==> config.mk <==
export PLATFORM = sky130hd
export DESIGN_NAME = rms_energy_confidence_top
export DESIGN_NICKNAME = d
export VERILOG_FILES = /design/src/hdl/rec_pkg.sv /design/src/hdl/rec_queue.sv /design/src/hdl/rec_front.sv /design/src/hdl/rec_back.sv /design/src/hdl/rms_energy_confidence_top.sv
export SDC_FILE = /design/constraint.sdc
export NUM_CORES = 1
export LEC_CHECK = 0
export BUFFER_PORTS_ARGS = -buffer_cell sky130_fd_sc_hd__buf_2
export CAP_MARGIN = 0
export CORE_UTILIZATION = 65
export CTS_BUF_LIST = sky130_fd_sc_hd__clkbuf_4
export DETAILED_ROUTE_END_ITERATION = 8
export PLACE_DENSITY = 0.83
export SKIP_LAST_GASP = 1
export SLEW_MARGIN = 10
export SYNTH_ARGS = -nofsm -noshare
export SYNTH_HDL_FRONTEND = slang
export SYNTH_SLANG_ARGS = --single-unit
==> constraint.sdc <==
create_clock -name clk -period 6.9 [get_ports clk]
set_input_delay 1.725 -clock clk [delete_from_list [all_inputs] [get_ports clk]]
set_output_delay 1.725 -clock clk [all_outputs]
set_load 0.01 [all_outputs]
==> src/hdl/rec_pkg.sv <==
// Shared types and constants for the RMS energy confidence block.
// Used by the front, back and top-level modules; depends on nothing else.

package rec_pkg;

    localparam int SAMPLE_W = 16;
    localparam int CONF_W   = 16;
    localparam int STATUS_W = 2;

    // The mean square never exceeds 2^30, so it fits in 31 bits and its root in 16.
    localparam int MEAN_W      = 31;
    localparam int ROOT_W      = 16;
    localparam int SQRT_STEPS  = 16;
    localparam int SQ_VAL_W    = 2 * SQRT_STEPS;
    localparam int SQ_REM_W    = ROOT_W + 2;

    localparam logic [CONF_W:0] CONF_ONE = 17'd32768;

    localparam logic [STATUS_W-1:0] STATUS_OK       = 2'd0;
    localparam logic [STATUS_W-1:0] STATUS_INVALID  = 2'd1;
    localparam logic [STATUS_W-1:0] STATUS_OVERFLOW = 2'd2;

    localparam logic REG_MODEL_LOADED = 1'b0;
    localparam logic REG_OUTPUT_ROOM  = 1'b1;

    typedef struct packed {
        logic model_loaded;
        logic output_room;
    } cfg_t;

endpackage

==> src/hdl/rec_queue.sv <==
// Small register-based queue that carries closed-window summaries from the
// front to the back. Depends on nothing; the entry width is a parameter.

module rec_queue #(
    parameter int WIDTH = 8,
    parameter int DEPTH = 4
) (
    input  logic             clk,
    input  logic             rst_n,
    input  logic             push,
    input  logic [WIDTH-1:0] push_data,
    input  logic             pop,
    output logic [WIDTH-1:0] head_data,
    output logic             full,
    output logic             empty
);

    localparam int PW = $clog2(DEPTH);
    localparam int CW = $clog2(DEPTH + 1);

    logic [WIDTH-1:0] entry_reg [DEPTH];
    logic [PW-1:0]    wr_ptr_reg, wr_ptr_next;
    logic [PW-1:0]    rd_ptr_reg, rd_ptr_next;
    logic [CW-1:0]    fill_reg, fill_next;

    assign full      = (fill_reg == CW'(DEPTH));
    assign empty     = (fill_reg == '0);
    assign head_data = entry_reg[rd_ptr_reg];

    always_comb
    begin
        wr_ptr_next = wr_ptr_reg;
        rd_ptr_next = rd_ptr_reg;
        fill_next   = fill_reg;
        if (push)
        begin
            wr_ptr_next = (wr_ptr_reg == PW'(DEPTH - 1)) ? '0 : wr_ptr_reg + 1'b1;
        end
        if (pop)
        begin
            rd_ptr_next = (rd_ptr_reg == PW'(DEPTH - 1)) ? '0 : rd_ptr_reg + 1'b1;
        end
        if (push && !pop)
        begin
            fill_next = fill_reg + 1'b1;
        end
        else if (pop && !push)
        begin
            fill_next = fill_reg - 1'b1;
        end
    end

    always_ff @(posedge clk or negedge rst_n)
    begin
        if (!rst_n)
        begin
            wr_ptr_reg <= '0;
            rd_ptr_reg <= '0;
            fill_reg   <= '0;
        end
        else
        begin
            wr_ptr_reg <= wr_ptr_next;
            rd_ptr_reg <= rd_ptr_next;
            fill_reg   <= fill_next;
        end
    end

    always_ff @(posedge clk)
    begin
        if (push)
        begin
            entry_reg[wr_ptr_reg] <= push_data;
        end
    end

    a_no_push_full: assert property (@(posedge clk) disable iff (!rst_n) !(push && full))
        else $error("queue pushed while full");
    a_no_pop_empty: assert property (@(posedge clk) disable iff (!rst_n) !(pop && empty))
        else $error("queue popped while empty");
    a_fill_bound: assert property (@(posedge clk) disable iff (!rst_n)
        fill_reg <= CW'(DEPTH))
        else $error("queue fill count out of range");

endmodule

==> src/hdl/rec_front.sv <==
// Front end: squares each accepted sample, accumulates the window and, at the
// closing word, pushes a summary (sum, count, status) into the queue.
// Depends on rec_pkg.

module rec_front #(
    parameter int MAX_WINDOW = 1024,
    parameter int SUM_W      = 41,
    parameter int CNT_W      = 11
) (
    input  logic                          clk,
    input  logic                          rst_n,
    input  rec_pkg::cfg_t                 cfg,
    input  logic                          in_valid,
    output logic                          in_ready,
    input  logic signed [rec_pkg::SAMPLE_W-1:0] sample,
    input  logic                          last,
    input  logic                          q_full,
    output logic                          q_push,
    output logic [SUM_W-1:0]              q_sum,
    output logic [CNT_W-1:0]              q_count,
    output logic [rec_pkg::STATUS_W-1:0]  q_status
);

    import rec_pkg::*;

    logic [SUM_W-1:0]      sum_reg, sum_next;
    logic [CNT_W-1:0]      count_reg, count_next;
    logic                  ovf_reg, ovf_next;

    logic [SAMPLE_W-1:0]   mag;
    logic [2*SAMPLE_W-1:0] square;
    logic                  window_full;
    logic                  accept;
    logic [SUM_W-1:0]      sum_upd;
    logic [CNT_W-1:0]      count_upd;
    logic                  ovf_upd;

    // The most negative sample maps to 0x8000, which is its correct magnitude.
    assign mag         = sample[SAMPLE_W-1] ? (~sample + 1'b1) : sample;
    assign square      = mag * mag;
    assign window_full = (count_reg == CNT_W'(MAX_WINDOW));
    assign in_ready    = !q_full;
    assign accept      = in_valid && in_ready;

    assign sum_upd   = window_full ? sum_reg : sum_reg + SUM_W'(square);
    assign count_upd = window_full ? count_reg : count_reg + 1'b1;
    assign ovf_upd   = ovf_reg || window_full;

    assign q_push  = accept && last;
    assign q_sum   = sum_upd;
    assign q_count = count_upd;

    always_comb
    begin
        if (!cfg.model_loaded || !cfg.output_room)
        begin
            q_status = STATUS_INVALID;
        end
        else if (ovf_upd)
        begin
            q_status = STATUS_OVERFLOW;
        end
        else
        begin
            q_status = STATUS_OK;
        end
    end

    always_comb
    begin
        sum_next   = sum_reg;
        count_next = count_reg;
        ovf_next   = ovf_reg;
        if (accept)
        begin
            if (last)
            begin
                sum_next   = '0;
                count_next = '0;
                ovf_next   = 1'b0;
            end
            else
            begin
                sum_next   = sum_upd;
                count_next = count_upd;
                ovf_next   = ovf_upd;
            end
        end
    end

    always_ff @(posedge clk or negedge rst_n)
    begin
        if (!rst_n)
        begin
            sum_reg   <= '0;
            count_reg <= '0;
            ovf_reg   <= 1'b0;
        end
        else
        begin
            sum_reg   <= sum_next;
            count_reg <= count_next;
            ovf_reg   <= ovf_next;
        end
    end

endmodule

==> src/hdl/rec_back.sv <==
// Back end: takes window summaries from the queue, divides the sum by the count
// one quotient bit a cycle, takes the square root two bits a cycle, then
// doubles, clamps and holds the result word (0 for errors). Depends on rec_pkg.

module rec_back #(
    parameter int SUM_W = 41,
    parameter int CNT_W = 11
) (
    input  logic                          clk,
    input  logic                          rst_n,
    input  logic                          q_empty,
    input  logic [SUM_W-1:0]              q_sum,
    input  logic [CNT_W-1:0]              q_count,
    input  logic [rec_pkg::STATUS_W-1:0]  q_status,
    output logic                          q_pop,
    output logic                          out_valid,
    input  logic                          out_ready,
    output logic [rec_pkg::CONF_W-1:0]    confidence,
    output logic [rec_pkg::STATUS_W-1:0]  status
);

    import rec_pkg::*;

    localparam int STEP_W = $clog2(SUM_W);

    typedef enum logic [3:0] {
        ST_IDLE = 4'b0001,
        ST_DIV  = 4'b0010,
        ST_SQRT = 4'b0100,
        ST_DONE = 4'b1000
    } state_t;

    state_t              state_reg, state_next;
    logic [STEP_W-1:0]   step_reg, step_next;

    logic [SUM_W-1:0]    quo_reg, quo_next;
    logic [CNT_W-1:0]    rem_reg, rem_next;
    logic [CNT_W-1:0]    den_reg, den_next;

    logic [SQ_VAL_W-1:0] sq_val_reg, sq_val_next;
    logic [SQ_REM_W-1:0] sq_rem_reg, sq_rem_next;
    logic [ROOT_W-1:0]   root_reg, root_next;

    logic [CONF_W-1:0]   conf_reg, conf_next;
    logic [STATUS_W-1:0] status_reg, status_next;

    // Division step
    logic [CNT_W:0]      div_shift;
    logic [CNT_W:0]      div_diff;
    logic                div_ge;
    logic [SUM_W-1:0]    quo_step;
    logic [CNT_W-1:0]    rem_step;

    // Square root step
    logic [SQ_REM_W+1:0] sq_shift;
    logic [SQ_REM_W+1:0] sq_trial;
    logic                sq_ge;
    logic [SQ_REM_W+1:0] sq_diff;
    logic [ROOT_W-1:0]   root_step;
    logic [CONF_W:0]     doubled;

    assign div_shift = {rem_reg, quo_reg[SUM_W-1]};
    assign div_ge    = (div_shift >= {1'b0, den_reg});
    assign div_diff  = div_shift - {1'b0, den_reg};
    assign rem_step  = div_ge ? div_diff[CNT_W-1:0] : div_shift[CNT_W-1:0];
    assign quo_step  = {quo_reg[SUM_W-2:0], div_ge};

    assign sq_shift  = {sq_rem_reg, sq_val_reg[SQ_VAL_W-1 -: 2]};
    assign sq_trial  = {2'b00, root_reg, 2'b01};
    assign sq_ge     = (sq_shift >= sq_trial);
    assign sq_diff   = sq_shift - sq_trial;
    assign root_step = {root_reg[ROOT_W-2:0], sq_ge};
    assign doubled   = {root_step, 1'b0};

    assign q_pop      = (state_reg == ST_IDLE) && !q_empty;
    assign out_valid  = (state_reg == ST_DONE);
    assign confidence = conf_reg;
    assign status     = status_reg;

    always_comb
    begin
        state_next  = state_reg;
        step_next   = step_reg;
        quo_next    = quo_reg;
        rem_next    = rem_reg;
        den_next    = den_reg;
        sq_val_next = sq_val_reg;
        sq_rem_next = sq_rem_reg;
        root_next   = root_reg;
        conf_next   = conf_reg;
        status_next = status_reg;
        case (state_reg)
            ST_IDLE:
            begin
                if (!q_empty)
                begin
                    status_next = q_status;
                    if (q_status != STATUS_OK)
                    begin
                        conf_next  = '0;
                        state_next = ST_DONE;
                    end
                    else
                    begin
                        quo_next   = q_sum;
                        rem_next   = '0;
                        den_next   = q_count;
                        step_next  = STEP_W'(SUM_W - 1);
                        state_next = ST_DIV;
                    end
                end
            end
            ST_DIV:
            begin
                quo_next = quo_step;
                rem_next = rem_step;
                if (step_reg == '0)
                begin
                    sq_val_next = SQ_VAL_W'(quo_step[MEAN_W-1:0]);
                    sq_rem_next = '0;
                    root_next   = '0;
                    step_next   = STEP_W'(SQRT_STEPS - 1);
                    state_next  = ST_SQRT;
                end
                else
                begin
                    step_next = step_reg - 1'b1;
                end
            end
            ST_SQRT:
            begin
                sq_val_next = {sq_val_reg[SQ_VAL_W-3:0], 2'b00};
                sq_rem_next = sq_ge ? sq_diff[SQ_REM_W-1:0] : sq_shift[SQ_REM_W-1:0];
                root_next   = root_step;
                if (step_reg == '0)
                begin
                    conf_next  = (doubled > CONF_ONE) ? CONF_ONE[CONF_W-1:0]
                                                       : doubled[CONF_W-1:0];
                    state_next = ST_DONE;
                end
                else
                begin
                    step_next = step_reg - 1'b1;
                end
            end
            ST_DONE:
            begin
                if (out_ready)
                begin
                    state_next = ST_IDLE;
                end
            end
            default:
            begin
                state_next = ST_IDLE;
            end
        endcase
    end

    always_ff @(posedge clk or negedge rst_n)
    begin
        if (!rst_n)
        begin
            state_reg <= ST_IDLE;
        end
        else
        begin
            state_reg <= state_next;
        end
    end

    always_ff @(posedge clk)
    begin
        step_reg   <= step_next;
        quo_reg    <= quo_next;
        rem_reg    <= rem_next;
        den_reg    <= den_next;
        sq_val_reg <= sq_val_next;
        sq_rem_reg <= sq_rem_next;
        root_reg   <= root_next;
        conf_reg   <= conf_next;
        status_reg <= status_next;
    end

    a_err_zero: assert property (@(posedge clk) disable iff (!rst_n)
        (out_valid && status != STATUS_OK) |-> (confidence == '0))
        else $error("error word carries nonzero confidence");
    a_conf_clamp: assert property (@(posedge clk) disable iff (!rst_n)
        out_valid |-> ({1'b0, confidence} <= CONF_ONE))
        else $error("confidence above 1.0");
    a_pop_idle: assert property (@(posedge clk) disable iff (!rst_n)
        q_pop |=> !out_valid || (state_reg == ST_DONE && $past(q_status) != STATUS_OK))
        else $error("result word appeared too early after a pop");

endmodule

==> src/hdl/rms_energy_confidence_top.sv <==
// Top level of the RMS energy confidence detector: configuration registers
// on an APB-style port, and the front, queue and back instances.
// Depends on rec_pkg, rec_front, rec_queue and rec_back.

// The block takes one signed Q1.15 sample per word, and the front squares and
// accumulates a word every clock cycle while the queue is not full. At the
// word flagged last, a summary of the window goes into a QUEUE_DEPTH-entry
// queue, and the back turns it into one result word: confidence =
// min(2 * floor(sqrt(floor(sum / count))), 1.0) in Q1.15 with status 0, or
// confidence 0 with status 1 (model not loaded or no output room, checked when
// the last word is taken) or status 2 (window longer than MAX_WINDOW). The back
// spends one cycle per quotient bit in its restoring divider, then runs the
// two-bit-per-step square root; an error window skips both. It pops the next
// summary only once the result word is taken. The front stalls only while the
// queue is full. There is no clearing pass.

module rms_energy_confidence_top #(
    parameter int MAX_WINDOW  = 1024,
    parameter int QUEUE_DEPTH = 4
) (
    input  logic                                clk,
    input  logic                                rst_n,
    input  logic                                psel,
    input  logic                                penable,
    input  logic                                pwrite,
    input  logic [2:0]                          paddr,
    input  logic [31:0]                         pwdata,
    output logic [31:0]                         prdata,
    output logic                                pready,
    input  logic                                in_valid,
    output logic                                in_ready,
    input  logic signed [rec_pkg::SAMPLE_W-1:0] sample,
    input  logic                                last,
    output logic                                out_valid,
    input  logic                                out_ready,
    output logic [rec_pkg::CONF_W-1:0]          confidence,
    output logic [rec_pkg::STATUS_W-1:0]        status
);

    import rec_pkg::*;

    localparam int CNT_W   = $clog2(MAX_WINDOW + 1);
    localparam int SUM_W   = $clog2(MAX_WINDOW) + 31;
    localparam int ENTRY_W = SUM_W + CNT_W + STATUS_W;

    logic                model_loaded_reg, model_loaded_next;
    logic                output_room_reg, output_room_next;
    cfg_t                cfg;
    logic                wr_en;

    logic                q_push, q_pop, q_full, q_empty;
    logic [SUM_W-1:0]    f_sum, b_sum;
    logic [CNT_W-1:0]    f_count, b_count;
    logic [STATUS_W-1:0] f_status, b_status;
    logic [ENTRY_W-1:0]  head;

    assign pready = 1'b1;
    assign wr_en  = psel && penable && pwrite && pready;

    always_comb
    begin
        model_loaded_next = model_loaded_reg;
        output_room_next  = output_room_reg;
        if (wr_en)
        begin
            case (paddr[2])
                REG_MODEL_LOADED: model_loaded_next = pwdata[0];
                REG_OUTPUT_ROOM:  output_room_next  = pwdata[0];
                default:          model_loaded_next = model_loaded_reg;
            endcase
        end
    end

    always_ff @(posedge clk or negedge rst_n)
    begin
        if (!rst_n)
        begin
            model_loaded_reg <= 1'b0;
            output_room_reg  <= 1'b1;
        end
        else
        begin
            model_loaded_reg <= model_loaded_next;
            output_room_reg  <= output_room_next;
        end
    end

    always_comb
    begin
        case (paddr[2])
            REG_MODEL_LOADED: prdata = {31'd0, model_loaded_reg};
            REG_OUTPUT_ROOM:  prdata = {31'd0, output_room_reg};
            default:          prdata = '0;
        endcase
    end

    assign cfg.model_loaded = model_loaded_reg;
    assign cfg.output_room  = output_room_reg;

    rec_front #(
        .MAX_WINDOW (MAX_WINDOW),
        .SUM_W      (SUM_W),
        .CNT_W      (CNT_W)
    ) u_front (
        .clk      (clk),
        .rst_n    (rst_n),
        .cfg      (cfg),
        .in_valid (in_valid),
        .in_ready (in_ready),
        .sample   (sample),
        .last     (last),
        .q_full   (q_full),
        .q_push   (q_push),
        .q_sum    (f_sum),
        .q_count  (f_count),
        .q_status (f_status)
    );

    rec_queue #(
        .WIDTH (ENTRY_W),
        .DEPTH (QUEUE_DEPTH)
    ) u_queue (
        .clk       (clk),
        .rst_n     (rst_n),
        .push      (q_push),
        .push_data ({f_status, f_count, f_sum}),
        .pop       (q_pop),
        .head_data (head),
        .full      (q_full),
        .empty     (q_empty)
    );

    assign b_sum    = head[SUM_W-1:0];
    assign b_count  = head[SUM_W +: CNT_W];
    assign b_status = head[ENTRY_W-1 -: STATUS_W];

    rec_back #(
        .SUM_W (SUM_W),
        .CNT_W (CNT_W)
    ) u_back (
        .clk        (clk),
        .rst_n      (rst_n),
        .q_empty    (q_empty),
        .q_sum      (b_sum),
        .q_count    (b_count),
        .q_status   (b_status),
        .q_pop      (q_pop),
        .out_valid  (out_valid),
        .out_ready  (out_ready),
        .confidence (confidence),
        .status     (status)
    );

endmodule
**After elaboration in Yosys (flattened, before gate mapping)**

Memory sizes are Yosys's and may differ from the RTL's.
Index checks and enable logic that the tools add are counted.

- Add/subtract/negate cells: 10
- $mul: 1
- $lt $le $gt $ge: 3
- Eq/ne operators: 15
- Muxes and demuxes: 45
- Bitwise gates (word level): 4
- Reductions and logical operators: 32

Operator list:

| operator | count |
|---|---|
| 41-bit 2-to-1 mux | 4 |
| 32-bit one-hot mux with 2 select lines | 2 |
| 16-bit 2-to-1 mux | 6 |
| 41-bit one-hot mux with 2 select lines | 1 |
| 16-bit one-hot mux with 2 select lines | 2 |
| 11-bit 2-to-1 mux | 5 |
| 41-bit by 32-bit adder with 41-bit output | 1 |
| 18-bit 2-to-1 mux | 2 |
| 18-bit one-hot mux with 2 select lines | 1 |
| 16-bit by 16-bit multiplier with 32-bit output | 1 |
| 32-bit 2-to-1 mux | 1 |
| 6-bit 2-to-1 mux | 4 |
| 11-bit one-hot mux with 2 select lines | 1 |
| 20-bit by 18-bit greater-or-equal comparator with 1-bit output | 1 |
| 4-bit 2-to-1 mux | 5 |
| 6-bit one-hot mux with 3 select lines | 1 |
| 18-bit subtractor | 1 |
| 17-bit by 16-bit > comparator with 1-bit output (second input constant) | 1 |
| 16-bit by 1-bit adder with 16-bit output (second input constant) | 1 |
| 16-bit NOT | 1 |
| 4-bit one-hot mux with 4 select lines | 1 |
| 12-bit by 11-bit greater-or-equal comparator with 1-bit output | 1 |
| 4-bit AND reduction | 3 |
| 11-bit by 1-bit adder with 11-bit output (second input constant) | 1 |
| 27 further kinds | 62 |

- Register bits after elaboration: 219
- RAM bits: 216
- Input bits: 59
- Output and inout bits: 53
- Logic and storage cells: 129
- Memories: 1

Memories:

| memory | depth | bits a word | rd ports | clocked after Yosys merged registers in | write ports | line | RTL |
|---|---|---|---|---|---|---|---|
| u_queue.entry_reg | 4 | 54 | 1 | 0 | 1 | rec_queue.sv:21 | `logic [WIDTH-1:0] entry_reg [DEPTH];` |

**Depth between registers and ports, before layout**

Gate-level depths: netlist (run 1).

- Depth after elaboration: 8
- Depth in mapped cells: 34
- Depth with buffers taken out: 32

**Hierarchy**

Synthesis (run 1) repeated with hierarchy kept, for this count alone.

- Cells, all modules: 2,525
- Area, all modules: 28,354.7 um2

By module, submodules not included:

| module | times used | cells each | area an instance (um2) | seq. area each (um2) |
|---|---|---|---|---|
| rec_front | 1 | 1,344 | 11,553.6 | 1,326.3 |
| rec_back | 1 | 821 | 8,245.4 | 4,665.7 |
| rec_queue | 1 | 319 | 8,207.9 | 6,661.4 |
| rms_energy_confidence_top | 1 | 41 | 347.8 | 51.3 |

**Worst setup path before layout (run 1)**

No wires, ideal clock.

- Kind: input port to flip-flop
- From: input sample[0] in the netlist's numbering
- To: memory u_queue.entry_reg[0][40] in the netlist's numbering (data pin)
- Library setup time: 0.272 ns
- Data arrival time: 8.795 ns
- Data required time: 6.628 ns
- Setup slack: -2.167 ns
- Stages: 30
- Path buffers: 3
- Cell sequence: buf_6 > clkinv_1 > ha_1 > nand2_1 > o31ai_1 > and2_1 > xor2_1 > clkbuf_1 > nor2_1 > fa_1 > inv_1 > fa_1 > inv_1 > fa_1 > fa_1 > fa_1 > inv_1 > fa_1 > inv_1 > ha_1 > clkbuf_1 > a21oi_1 > o21ai_0 > a21o_1 > and3_1 > nor4_1 > o21ai_1 > nand2_1 > nor2_1 > xnor2_1

- Longest elaborated chain between the ends: 6

RTL lines:

| element | line | RTL |
|---|---|---|
| from (decl) | rms_energy_confidence_top.sv:32 | `input logic signed [rec_pkg::SAMPLE_W-1:0] sample,` |
| 16-bit NOT | rec_front.sv:39 | `assign mag = sample[SAMPLE_W-1] ? (~sample + 1'b1) : sample;` |
| 16-bit by 1-bit adder with 16-bit output | rec_front.sv:39 |  |
| 16-bit 2-to-1 mux (*) | rec_front.sv:39 |  |
| 16-bit by 16-bit multiplier with 32-bit output (*) | rec_front.sv:40 | `assign square = mag * mag;` |
| 41-bit by 32-bit adder with 41-bit output (*) | rec_front.sv:45 | `assign sum_upd = window_full ? sum_reg : sum_reg + SUM_W'(square);` |
| 41-bit 2-to-1 mux (*) | rec_front.sv:45 |  |
| via f_sum[40] | rms_energy_confidence_top.sv:52 | `logic [SUM_W-1:0] f_sum, b_sum;` |
| to (decl) | rec_queue.sv:21 |  |

The timed path passes the listed nets; every way through them passes the cells marked *.

**Worst setup path in the final report (run 1)**

- From: input sample[1] in the netlist's numbering
- To: memory u_queue.entry_reg[3][38] in the netlist's numbering (data pin)

The elaborated chain is that of the path after synthesis.

==> impl_metrics.yaml, run 1 <==
global_route:
  grt_overflow_total: 0
  antenna_found_initial: 2
  grt_pass1_vias: 21900
  grt_usage_pct: 32.9
  grt_pass1_wl_um: 112000
  grt_start_max_net_pins: 80
placement:
  dpl_cell_area_sq_um: 30800
  io_buffers: 45
  routabilityCongestion: 0.933
  hpwlAfterDp_um: 46000
clock_tree:
  path_clk_slew_ns: 0.11
  cts_tree: "done"
  cts.sinks: 434
  cts-root-buf: "clkbuf_4"
  clock_path_buffers: 3
  clk_latency_ns: 0.84
  numCtsBuffers: 95
  h-tree-depth: 3
detailed_routing:
  drc: 0
  finalWirelength_um: 76900
  wl_per_cell_um: 21.9
  viasPerCell: 6.07
  ant_nets: 0
  vias: 21300
  firstDrtPassIters: 7
  drtIter0Drc: 2293
floorplan:
  dieArea_sq_um: 43800
  die_h_um: 209
  pin_count: 112
  row_count: 75
  die_w_um: 209
  start_util_pct: 66.3
  core-area_sq_um: 42100
job:
  maxCapViolCount: 0
yosys:
  yosysSeqAreaShare_pct: 45.5
  synthCells: 2498
  synth_seq_cells: 434
  avgSynthCellArea_sq_um: 11.2
  async_flop_share_pct: 15.2
  synthAdderAreaFrac_pct: 20.6
  synth_ff_type: "edfxtp_1"
  synth_compound_area_share_pct: 6.64
  synth_edf_count: 368
  synth_top_family_by_area: "adder cells"
  yosys.area_share.simple_pct: 11.6
  synthXorXnorAreaFrac_pct: 2.95
  yosysWarningCount: 0
  synthMuxAreaShare_pct: 5.23
  synthDistinctLibCells: 86
  synth_area_sq_um: 27900
timing:
  maxClockFrequency_mhz: 120
  period_needed_ns: 8.34
  maxSlewViolCount: 0
  min_period_over_period_pct: 121
  layout_setup_ws_ns: -1.44
  worst_pin_slew_ns: 1.03
  maxSlewHeadroom_pct: 30.4
  finalHoldViolations: 0
  finClkSkew_ns: 0.0559
  report.final.setup_viol: 159
  rsz0062_at_grt: "yes"
layout:
  final_area_sq_um: 34200
  drive_above_1_share_pct: 30.5
  largest_reg_flops: 216
  multi_input_area_sq_um: 15000
  fillCellCount: 2043
  syn_to_final_growth_pct: 22.3
  register_area_sq_um: 12700
  fin_nets: 3292
critical_path:
  setup.worst_path.start_class: "input pin"
  crit_path_end_kind: "flip-flop"
  rrSetupSlack_ns: 1.58
  worst_path_largest_cell_delay_ns: 0.55
  worstPathRequired_ns: 7.46
  cp_slowest_cell: "fa_1"
  arrival_ns: 8.90
  critPathMaxFanout: 7
  path_class: "input pin to flip-flop"
min_path:
  min_path_type: "flip-flop to flip-flop"
outcome:
  status: "complete, but fails checks"
  violations: "negative setup slack"
==> synthesized netlist by cell type, drive strengths merged (7+ instances only) <==
| library cell | n | area share, % |
|---|---|---|
| nand2b | 11 | 0.25 |
| a21o | 24 | 0.65 |
| mux2 | 11 | 0.44 |
| and2 | 8 | 0.18 |
| nor3 | 39 | 0.72 |
| nor2b | 10 | 0.22 |
| nor2 | 186 | 2.5 |
| dfrtp | 64 | 5.7 |
| mux2i | 12 | 0.43 |
| o21ai | 77 | 1.4 |
| nor4 | 7 | 0.16 |
| inv | 387 | 5.2 |
| mux4 | 54 | 4.4 |
| or3 | 11 | 0.28 |
| a21oi | 85 | 1.5 |
| nand2 | 395 | 5.3 |
| buf | 53 | 1.3 |
| ha | 146 | 6.5 |
| fa | 196 | 14 |
| o31ai | 15 | 0.45 |
| nand4 | 20 | 0.45 |
| nand3 | 27 | 0.48 |
| xnor2 | 59 | 1.9 |
| edfxtp | 368 | 40 |
| clkbuf | 70 | 0.94 |
| xor2 | 33 | 1.1 |
| and3 | 19 | 0.43 |
| a22o | 26 | 0.82 |
==> timing repair <==
action | in CTS | in global routing
resized for setup | 212 | 113
endpoints found under the setup margin | 150 | 160
hold buffers | 0 | 0
buffers inserted | 53 | 34
pin swaps | 138 | 121
==> worst max-delay path, delay by kind of cell <==
family                   cells  cell delay (ns)
XOR/XNOR                     2             0.29
AND/OR/NAND/NOR             10             1.93
buffers and inverters       10             0.95
AO/OA/AOI/OAI                3             0.71
adder cells (fa/ha/maj)      7             3.27
==> metal layers <==
metal / global-route usage [%] / wire length (um) / up-vias
met5: 0 / 0 / -
li1: - / - / 9135
met1: 39.6 / 27200 / 10400
met3: 5.19 / 6290 / 383
met4: 14.9 / 4390 / 0
met2: 58.4 / 39000 / 1390
==> cells by family after synthesis <==
group	after synthesis
adders and majority gates	342
buffers and inverters	514
xor gates and xnor gates	92
AOI/OAI and AO/OA	286
other	2
DFF	434
muxes	77
and+or+nand+nor	751
==> through the flow <==
stage | worst slack, ns | util (%) | setup TNS, ns | hold slack, ns | instances
after global placement | -2.02 | 73.1 | -266.03 | 0.475 | 3258
after global routing | -1.56 | 81.1 | -180.61 | 0.531 | 3513
final | -1.44 | 81.1 | -162.48 | 0.518 | 3513
after CTS | -1.09 | 79.4 | -112.99 | 0.491 | 3485
after floorplan | -1.66 | - | -195.54 | 0.456 | 2540
after detailed placement | -2.25 | 73.1 | -294.62 | 0.483 | 3258
==> path summary, 6_finish.rpt <==
| path | cells after the start | start | end |
|---|---|---|---|
| worst max-delay path | 32 | sample[1] | u_queue.entry_reg[3][38]$_DFFE_PP_ |
| worst min-delay path | 2 | u_back.quo_reg[36]$_DFFE_PP_ | u_back.quo_reg[37]$_DFFE_PP_ |
| worst max register to register | 19 | u_front.sum_reg[13]$_DFFE_PN0P_ | u_queue.entry_reg[3][38]$_DFFE_PP_ |
| worst min register to register | 2 | u_back.quo_reg[36]$_DFFE_PP_ | u_back.quo_reg[37]$_DFFE_PP_ |
| max in group asynchronous | 1 | rst_n | u_queue.rd_ptr_reg[0]$_DFFE_PN0P_ |
| min in group asynchronous | 1 | rst_n | u_front.sum_reg[11]$_DFFE_PN0P_ |
==> placed cells by master, fill, tap and decap left out, types with 23 or more instances in the layout <==
master    synthesis  final
edfxtp_1        368    368
buf_2             4     41
dfrtp_1          64     62
o21ai_0          73     48
a21oi_1          84     56
xnor2_1          59     36
nand2_1         391    364
clkbuf_4          0    145
nor2_1          183    156
buf_4            34    285
a21o_1           24     24
inv_1           381    336
ha_1            146    119
a22o_1           26     26
ha_4              0     23
nor3_1           38     32
mux4_2           54     54
buf_6             3     46
fa_1            196    177
inv_2             6     50
conb_1            2     44
==> area by class of cell <==
type | instances | area share (%)
antenna | 2 | 0.0147
timing repair buffer | 377 | 8.66
multi-input combinational | 1592 | 43.9
inverter | 391 | 4.35
clock inverter | 33 | 0.678
sequential | 434 | 37.2
clock buffer | 145 | 3.19
tap | 539 | 1.97
Power of run 1 is left out: the tool's default activity adds up to more than one toggle a clock period on the data nets, which glitch-free logic cannot reach.
==> run 2: changes to the inputs <==
--- a/config.mk
+++ b/config.mk
@@ -10,6 +10,7 @@
 export CORE_UTILIZATION = 65
 export CTS_BUF_LIST = sky130_fd_sc_hd__clkbuf_4
 export DETAILED_ROUTE_END_ITERATION = 8
+export MAX_ROUTING_LAYER = met4
 export PLACE_DENSITY = 0.83
 export SKIP_LAST_GASP = 1
 export SLEW_MARGIN = 10
==> run 2 against run 1 <==
The run still ends with negative setup slack left. Fmax is 1.9% lower. Highest routed layer unchanged. Clock-buffer cell count is 15 lower. Sequential cell count stayed put.
==> impl_metrics.yaml, run 2 (synthesis results as in run 1) <==
critical_path:
  r2r_cells: 20
  crit_path_end_kind: "flip-flop"
  critPathMaxFanout: 4
  crit-reg2reg-launch: "u_front.sum_reg[8]$_DFFE_PN0P_"
  path_class: "input pin to flip-flop"
  r2r_end: "u_queue.entry_reg[2][27]$_DFFE_PP_"
  setup.worst_path.start_class: "input pin"
  arrival_ns: 9.17
  rrSetupSlack_ns: 1.70
  worstPathRequired_ns: 7.57
placement:
  io_buffers: 45
  dpl_cell_area_sq_um: 30800
  hpwlAfterDp_um: 46100
  routabilityCongestion: 0.942
  dp_cells: 3258
layout:
  syn_to_final_growth_pct: 22.5
  final_util_pct: 81.2
  register_area_sq_um: 12700
  final_area_sq_um: 34200
  largest_reg_flops: 216
  final_cell_mix: "edfxtp_1, nand2_1, inv_1"
  multi_input_area_sq_um: 15100
  final_common_cell: "edfxtp_1"
  fin_nets: 3294
  drive_above_1_share_pct: 30.3
  fin_cells: 3513
  fillCellCount: 2052
detailed_routing:
  firstDrtPassIters: 6
  drc: 0
  drtIter0Drc: 2300
  ant_nets: 0
  viasPerCell: 6.14
  finalWirelength_um: 79300
  wl_per_cell_um: 22.6
  vias: 21600
timing:
  worst_pin_slew_ns: 1.17
  rsz0062_at_grt: "yes"
  period_needed_ns: 8.50
  report.final.setup_viol: 161
  setup-tns-final_ns: -180.28
  layout_setup_ws_ns: -1.60
  maxSlewViolCount: 0
  maxClockFrequency_mhz: 118
  finalHoldViolations: 0
  maxSlewHeadroom_pct: 21.5
  min_period_over_period_pct: 123
  finClkSkew_ns: 0.0749
global_route:
  grt_usage_pct: 32.9
  antenna_found_initial: 1
  grt_pass1_vias: 21800
  grt_overflow_total: 0
  grt_start_max_net_pins: 80
  grt_pass1_wl_um: 110000
clock_tree:
  cts-root-buf: "clkbuf_4"
  h-tree-depth: 3
  path_clk_slew_ns: 0.08
  clk_latency_ns: 0.76
  clock_path_buffers: 3
  numCtsBuffers: 93
  cts_tree: "done"
  cts.sinks: 434
outcome:
  status: "complete, but fails checks"
  violations: "negative setup slack"
floorplan:
  pin_count: 112
  die_h_um: 209
  start_util_pct: 66.3
  dieArea_sq_um: 43800
  row_count: 75
  core-area_sq_um: 42100
  die_w_um: 209
min_path:
  hp-start: "u_back.sq_val_reg[25]$_DFFE_PP_"
  min_path_type: "flip-flop to flip-flop"
  hold_depth: 2
  holdPathEnd: "u_back.sq_val_reg[27]$_DFFE_PP_"
job:
  maxCapViolCount: 0
-- run 2: cell type report --
type	instances	share of cell area [%]
Multi-Input combinational cell	1592	44.3
Sequential cell	434	37.1
Timing Repair Buffer	381	8.79
Inverter	391	4.32
Clock buffer	130	2.85
Tap cell	539	1.97
Clock inverter	45	0.655
Antenna cell	1	0.00731
-- run 2: timing repair --
| action | in CTS | in global routing |
|---|---|---|
| buffers inserted | 56 | 43 |
| cloned | 0 | 0 |
| setup endpoints to repair | 155 | 165 |
| hold buffers | 0 | 0 |
| pin swaps | 109 | 96 |
| resized for setup | 179 | 158 |
-- run 2: worst max-delay path by stage --
stage,startpoint,depth (start not counted),to,slack [ns]
finish,sample[4],27,u_front.sum_reg[38]$_DFFE_PN0P_,-1.60
global route,sample[4],31,u_front.sum_reg[38]$_DFFE_PN0P_,-1.69
CTS,sample[4],29,u_queue.entry_reg[1][31]$_DFFE_PP_,-1.10
global placement,sample[4],31,u_queue.entry_reg[0][26]$_DFFE_PP_,-2.01
detailed placement,sample[4],29,u_queue.entry_reg[0][26]$_DFFE_PP_,-2.17
floorplan,sample[0],29,u_queue.entry_reg[0][31]$_DFFE_PP_,-1.66
-- run 2: metrics by stage --
stage	hold WS [ns]	setup WS (ns)
after floorplan	0.456	-1.66
after global placement	0.474	-2.01
after detailed placement	0.488	-2.17
after CTS	0.510	-1.10
after global routing	0.535	-1.69
final	0.516	-1.60
-- run 2: metal layers --
layer	part of all wire, %	wire length (um)	GRT usage, %	vias up
li1	-	-	-	9142
met1	34	27200	38.9	10500
met2	51	40500	57.2	1481
met3	8.4	6650	4.50	464
met4	6.3	4980	13.1	0
met5	0	0	-	-
-- run 2: worst max-delay path: stages --
cell and delay (ns):
buf_6 0.10, nor3_2 0.16, nand2_1 0.09, or3_4 0.35
or3_4 0.42, or4b_4 0.58, nor2_4 0.17, inv_2 0.07
fa_1 0.50, inv_2 0.06, fa_1 0.52, fa_1 0.44
fa_1 0.49, fa_1 0.56, inv_2 0.06, fa_1 0.58
inv_2 0.06, ha_4 0.30, nand4_1 0.24, nor3_4 0.27
nand3_2 0.12, a21oi_4 0.18, nor4_4 0.08, o21ai_2 0.26
nand4_1 0.22, or3_1 0.46, o21ai_1 0.10
Power of run 2 is left out for the same reason.
